<file path="config.mk">
export PLATFORM = sky130hd
export DESIGN_NAME = double_ended_queue_top
export DESIGN_NICKNAME = d
export VERILOG_FILES = /design/src/rtl/dq_pkg.sv /design/src/rtl/dq_ram.sv /design/src/rtl/double_ended_queue_top.sv
export SDC_FILE = /design/constraint.sdc
export NUM_CORES = 2
export LEC_CHECK = 0
export BUFFER_PORTS_ARGS = -buffer_cell sky130_fd_sc_hd__buf_4
export CAP_MARGIN = 25
export CORE_AREA = 4 4 657 464
export DETAILED_ROUTE_END_ITERATION = 7
export DIE_AREA = 0 0 661 468
export PLACE_DENSITY = 0.45
export SETUP_SLACK_MARGIN = 0.3
export SYNTH_ARGS = -nofsm -noshare
export SYNTH_HDL_FRONTEND = slang
export SYNTH_SLANG_ARGS = --single-unit
</file>
<file path="constraint.sdc">
create_clock -name clk -period 15.9 [get_ports clk]
set_clock_uncertainty 0.1 [all_clocks]
set_input_delay 3.975 -clock clk [delete_from_list [all_inputs] [get_ports clk]]
set_output_delay 3.975 -clock clk [all_outputs]
set_load 0.05 [all_outputs]
</file>
<file path="src/rtl/dq_pkg.sv">
`timescale 1ns / 1ps

package dq_pkg;

  // Ring geometry. Slot indices wrap by truncation, so CAPACITY is a power of two.
  localparam int CAPACITY = 64;
  localparam int IDX_W    = $clog2(CAPACITY);
  localparam int CNT_W    = $clog2(CAPACITY + 1);
  localparam int WORD_W   = 32;

  // Command codes; the unused codes act as a peek
  localparam logic [2:0] CMD_PUSH_FRONT = 3'd0;
  localparam logic [2:0] CMD_PUSH_BACK  = 3'd1;
  localparam logic [2:0] CMD_POP_FRONT  = 3'd2;
  localparam logic [2:0] CMD_POP_BACK   = 3'd3;
  localparam logic [2:0] CMD_PEEK       = 3'd4;

  // Status codes
  localparam logic [1:0] ST_OK    = 2'd0;
  localparam logic [1:0] ST_EMPTY = 2'd1;
  localparam logic [1:0] ST_FULL  = 2'd2;

  typedef struct packed {
    logic [2:0]               command;
    logic signed [WORD_W-1:0] push_value;
  } cmd_word_t;

  typedef struct packed {
    logic signed [WORD_W-1:0] popped_value;
    logic signed [WORD_W-1:0] front_value;
    logic signed [WORD_W-1:0] back_value;
    logic [CNT_W-1:0]         element_count;
    logic                     is_empty;
    logic [1:0]               status;
  } res_word_t;

endpackage

</file>
<file path="src/rtl/dq_ram.sv">
`timescale 1ns / 1ps

module dq_ram #(
  parameter int DEPTH = 64,
  parameter int WIDTH = 32
) (
  input  logic                     clk,
  input  logic                     wr_en,
  input  logic [$clog2(DEPTH)-1:0] wr_addr,
  input  logic [WIDTH-1:0]         wr_data,
  input  logic [$clog2(DEPTH)-1:0] rd_addr,
  output logic [WIDTH-1:0]         rd_data
);

  logic [WIDTH-1:0] mem [DEPTH];

  // Write one slot per cycle
  always_ff @(posedge clk) begin
    if (wr_en) begin
      mem[wr_addr] <= wr_data;
    end
  end

  // Registered read
  always_ff @(posedge clk) begin
    rd_data <= mem[rd_addr];
  end

endmodule

</file>
<file path="src/rtl/double_ended_queue_top.sv">
`timescale 1ns / 1ps
// Channel  | Handshake            | Payload               | Words
// cmd      | cmd_valid/cmd_ready  | cmd_word (cmd_word_t) | one command in
// res      | res_valid/res_ready  | res_word (res_word_t) | one result out per command
//
// Push and peek go from S_IDLE straight to S_DONE; a pop that leaves
// elements passes through S_FILL first: the new end value is read back from
// the slot RAM, which has a registered read. One command is in flight at a time.
// Front and back values are cached in registers; the RAM holds the ring.
// rst is synchronous; it empties the deque. The RAM needs no clearing pass.
// A stalled result sits in the output register while the next command is taken.

module double_ended_queue_top
  import dq_pkg::*;
(
  input  logic      clk,
  input  logic      rst,
  input  logic      cmd_valid,
  output logic      cmd_ready,
  input  cmd_word_t cmd_word,
  output logic      res_valid,
  input  logic      res_ready,
  output res_word_t res_word
);

  typedef enum logic [1:0] {
    S_IDLE,
    S_FILL,
    S_DONE
  } state_t;

  state_t                   state;
  logic [IDX_W-1:0]         front_idx;
  logic [CNT_W-1:0]         count;
  logic signed [WORD_W-1:0] front_val;
  logic signed [WORD_W-1:0] back_val;
  logic signed [WORD_W-1:0] popped;
  logic [1:0]               status;
  logic                     fill_front;

  logic                     accept;
  logic                     empty;
  logic                     full;
  logic                     wr_en;
  logic [IDX_W-1:0]         wr_addr;
  logic [IDX_W-1:0]         rd_addr;
  logic [WORD_W-1:0]        rd_data;
  logic [IDX_W-1:0]         cnt_lo;

  assign cmd_ready = (state == S_IDLE);
  assign accept    = cmd_valid && cmd_ready;
  assign empty     = (count == '0);
  assign full      = (count == CNT_W'(CAPACITY));
  assign cnt_lo    = count[IDX_W-1:0];

  // Decode the slot write for a push and the slot read for a pop
  always_comb begin
    wr_en   = 1'b0;
    wr_addr = front_idx + cnt_lo;
    rd_addr = front_idx + IDX_W'(1);
    if (accept) begin
      unique case (cmd_word.command)
        CMD_PUSH_FRONT: begin
          wr_en   = !full;
          wr_addr = front_idx - IDX_W'(1);
        end
        CMD_PUSH_BACK: begin
          wr_en   = !full;
        end
        CMD_POP_BACK: begin
          rd_addr = front_idx + cnt_lo - IDX_W'(2);
        end
        default: begin
        end
      endcase
    end
  end

  dq_ram #(
    .DEPTH (CAPACITY),
    .WIDTH (WORD_W)
  ) u_ram (
    .clk     (clk),
    .wr_en   (wr_en),
    .wr_addr (wr_addr),
    .wr_data (cmd_word.push_value),
    .rd_addr (rd_addr),
    .rd_data (rd_data)
  );

  // Sequence one command: update indices, refill a cached end, post the result
  always_ff @(posedge clk) begin
    if (rst) begin
      state     <= S_IDLE;
      front_idx <= '0;
      count     <= '0;
      res_valid <= 1'b0;
    end else begin
      if (res_valid && res_ready && state != S_DONE) begin
        res_valid <= 1'b0;
      end
      unique case (state)
        S_IDLE: begin
          if (accept) begin
            popped <= '0;
            status <= ST_OK;
            state  <= S_DONE;
            unique case (cmd_word.command)
              CMD_PUSH_FRONT: begin
                if (full) begin
                  status <= ST_FULL;
                end else begin
                  front_idx <= front_idx - IDX_W'(1);
                  front_val <= cmd_word.push_value;
                  if (empty) begin
                    back_val <= cmd_word.push_value;
                  end
                  count <= count + CNT_W'(1);
                end
              end
              CMD_PUSH_BACK: begin
                if (full) begin
                  status <= ST_FULL;
                end else begin
                  back_val <= cmd_word.push_value;
                  if (empty) begin
                    front_val <= cmd_word.push_value;
                  end
                  count <= count + CNT_W'(1);
                end
              end
              CMD_POP_FRONT, CMD_POP_BACK: begin
                if (empty) begin
                  status <= ST_EMPTY;
                end else begin
                  popped     <= (cmd_word.command == CMD_POP_FRONT) ? front_val : back_val;
                  count      <= count - CNT_W'(1);
                  fill_front <= (cmd_word.command == CMD_POP_FRONT);
                  if (count == CNT_W'(1)) begin
                    front_idx <= '0;
                  end else begin
                    if (cmd_word.command == CMD_POP_FRONT) begin
                      front_idx <= front_idx + IDX_W'(1);
                    end
                    state <= S_FILL;
                  end
                end
              end
              default: begin
                if (empty) begin
                  status <= ST_EMPTY;
                end
              end
            endcase
          end
        end
        S_FILL: begin
          if (fill_front) begin
            front_val <= rd_data;
          end else begin
            back_val <= rd_data;
          end
          state <= S_DONE;
        end
        S_DONE: begin
          if (!res_valid || res_ready) begin
            res_valid              <= 1'b1;
            res_word.popped_value  <= popped;
            res_word.front_value   <= empty ? '0 : front_val;
            res_word.back_value    <= empty ? '0 : back_val;
            res_word.element_count <= count;
            res_word.is_empty      <= empty;
            res_word.status        <= status;
            state                  <= S_IDLE;
          end
        end
        default: begin
          state <= S_IDLE;
        end
      endcase
    end
  end

endmodule

</file>
==> impl_metrics.env <==
export IMPL_status="completed"
export IMPL_dieWidth_microns=661
export IMPL_globalRouteTotalUtil_pct=17.4
export IMPL_syn_inst=6143
export IMPL_p_leak_nw=33.8
export IMPL_die_height_microns=468
export IMPL_syn_num_nets=6195
export IMPL_wirelength_microns=278000
export IMPL_ys_ff_latch=2301
export IMPL_switchingPower_w=0.00320
export IMPL_min_delay_start="popped[10]"
export IMPL_setup_worst_path_class="in -> reg"
export IMPL_fin_util_pct=34.2
export IMPL_routedWlPerCell_microns=26.8
export IMPL_fmax_mhz=123
export IMPL_p_seq_share_pct=52.0
export IMPL_tightest_slew_ps=1140
export IMPL_initial_core_util_pct=29.9
export IMPL_worstPathCellList="buf_4, nor2b_2, nand3_4, mux2_8, buf_12, buf_4, a21oi_1, a22o_1, o22ai_1, o21ai_0, nand4_1"
export IMPL_p_int_w=0.00982
export IMPL_worst_ep_arrival_time_ps=8830
export IMPL_htreeDepth=4
export IMPL_netlist_area_sq_mm=0.0892
export IMPL_path_clk_slew_ps=60
export IMPL_fin_cells=10400
export IMPL_cp_end_kind="flop"
export IMPL_ctsHoldBuffers=0
export IMPL_drtAntennaViolNets=0
export IMPL_synth_edff_count=2253
export IMPL_post_cts_buffers=0
export IMPL_synth_cell_types=64
export IMPL_p_sw_share_pct=24.6
export IMPL_layout_commonest_cell="edfxtp_1"
export IMPL_worstPathRequired_ps=16570
export IMPL_yosysSeqAreaShare_pct=76.9
export IMPL_core_area_sq_mm=0.298
export IMPL_drc=0
export IMPL_fin_setup_tns_ps=0
export IMPL_cts_buffers_inserted=216
export IMPL_grt_max_degree=176
export IMPL_mostFrequentLayoutCells="2253 x edfxtp_1, 1116 x nand2_1, 1060 x a21oi_1"
export IMPL_fin_crit_sh_pct=51.3
export IMPL_drt_pass1_iterations=5
export IMPL_max_cap_viol_count=0
export IMPL_drtIter0Drc=5503
export IMPL_cp_common_cell="buf_4"
export IMPL_worstSetupStartpointType="input pin"
export IMPL_cts_root_buf="clkbuf_16"
export IMPL_crit_path_max_incr_delay_ps=840
export IMPL_via_per_inst=5.26
export IMPL_grt_pass1_vias=51700
export IMPL_syn_avg_cell_area_sq_um=14.5
export IMPL_worst_setup_path_startpoint="cmd_word[33]"
export IMPL_place_worst_setup_slack_ps=6970
export IMPL_rsz0062_at_grt="false"
export IMPL_drive_gt1_share_pct=11.0
export IMPL_cp_max_fo=166
export IMPL_ff_latch_area_sq_mm=0.0686
export IMPL_numPortBuffers=146
export IMPL_cts_repair_resized=0
export IMPL_synth_ff_type="edfxtp_1"
export IMPL_die_area_sq_mm=0.309
export IMPL_final_area_sq_mm=0.102
export IMPL_powerDensity_mw_per_mm2=128
export IMPL_yosys_warnings=0
export IMPL_p_clk_share_pct=38.2
export IMPL_clockBufferDepth=4
export IMPL_dp_hpwl_microns=154000
export IMPL_timing_final_ws_setup_ps=7750
export IMPL_grt_pass1_wl_microns=392000
export IMPL_r2r_start="front_idx[0]"
export IMPL_grt_ovfl_total=0
export IMPL_multi_input_area_sq_mm=0.0194
export IMPL_hp_class="reg -> reg"
export IMPL_drv_slew=0
export IMPL_ys_async_sr_fraction_pct=0
export IMPL_placed_area_sq_mm=0.0953
export IMPL_antenna_found_initial=17
export IMPL_setup_violations=0
export IMPL_period_needed_ps=8150
export IMPL_cts_tree="yes"
export IMPL_peakVddDrop_uv=98.8
export IMPL_cts_sinks=2301
export IMPL_rows=168
export IMPL_p_comb_share_pct=9.8
export IMPL_slew_limit_headroom_pct=24.0
export IMPL_placed_cells=9976
export IMPL_fillCellCount=28700
export IMPL_gp_congestion=0.770
export IMPL_fin_nets=6251
export IMPL_hold_viol_final=0
export IMPL_area_growth_pct=14.2
export IMPL_io_pins=147
export IMPL_crit_path_top_delay_cell="mux2_8"
export IMPL_routed_via_count=54600
export IMPL_clock_latency_ps=870
[state kept, by name, indices dropped and copies added (netlist names), 6 cells and up]
register	cells
front_val	32
count	7
back_val	32
res_word	106
u_ram.mem	2048
front_idx	6
popped	32
u_ram.rd_data	32
[final cells by class]
type	count	area share (%)
diodes	10	0.0246
clock buffers	303	5.86
clock inverters	84	0.583
inverters	8	0.0295
multi-input cells	3384	19.0
flip-flops and latches	2301	67.4
well taps	3995	4.91
repair buffers	288	2.21
[cell families (layout without fill, tap and decap cells)]
family                   count (synthesis)  count (layout)  synth area share (%)
flip-flops                            2301            2301                  76.9
other                                    0              10                     0
AND/OR/NAND/NOR                       1431            1431                  6.62
adder cells (fa/ha/maj)                 13              13                 0.191
AO/OA/AOI/OAI                         1869            1869                  13.2
XOR/XNOR                                20              20                 0.212
buffers and inverters                  458             683                  2.11
multiplexers                            51              51                 0.699
[critical path: cells and delay by family]
family	cells	cell delay, ps
buffers and inverters	3	1300
AND/OR/NAND/NOR	3	1120
AO/OA/AOI/OAI	4	1100
multiplexers	1	840
[power by group through the flow]
stage / registers, W / logic (W) / clock network, W
2_1_floorplan: 0.00690 / 0.000761 / 0
6_report: 0.00677 / 0.00127 / 0.00498
3_5_place_dp: 0.00691 / 0.00127 / 0
4_1_cts: 0.00678 / 0.00128 / 0.00510
5_1_grt: 0.00677 / 0.00138 / 0.00536
3_3_place_gp: 0.00691 / 0.00126 / 0
[layer usage]
metal,GRT usage (%),vias to the layer above,routed length [microns]
li1,-,23800,-
met1,26.9,28400,134000
met2,24.6,1920,117000
met3,3.67,361,20500
met4,3.96,12,6040
met5,0,-,70
[path summary, 6_finish.rpt]
| path | to | slack (ps) | cells after the start |
|---|---|---|---|
| worst max register to register | u_ram.rd_data[9] | 9960 | 14 |
| worst max-delay path | u_ram.rd_data[9] | 7750 | 11 |
| worst min register to register | res_word[84] | 320 | 0 |
| worst min-delay path | res_word[84] | 320 | 0 |
[cell usage after synthesis, types with 4 or more instances]
master	count	area share, %
and2_1	66	0.46
o311ai_1	44	0.43
edfxtp_1	2253	76
mux2_2	36	0.45
o21a_1	4	0.034
nor3_1	11	0.062
or3_1	64	0.45
a21oi_1	1061	6.0
clkbuf_1	284	1.2
buf_1	53	0.22
mux2i_1	9	0.10
nor2b_1	4	0.028
a221oi_1	249	2.4
nand4_1	34	0.24
ha_1	12	0.17
o22ai_1	125	0.88
xnor2_1	11	0.11
dfxtp_1	48	1.1
a22o_1	250	2.5
a221o_1	9	0.10
mux4_2	5	0.13
buf_4	4	0.034
o31ai_1	4	0.034
inv_1	8	0.034
nand3_1	14	0.079
xor2_1	8	0.079
nand2_1	1121	4.7
nand2b_1	4	0.028
nor2_1	98	0.41
o311ai_0	18	0.18
o21ai_0	71	0.40
buf_2	107	0.60
[through the flow]
step	total power [W]	hold slack, ps
5_1_grt	0.0135	325
3_3_place_gp	0.00817	304
2_1_floorplan	0.00766	300
3_5_place_dp	0.00818	306
4_1_cts	0.0132	318
6_report	0.0130	319
Power figures use the tool's default switching activity.
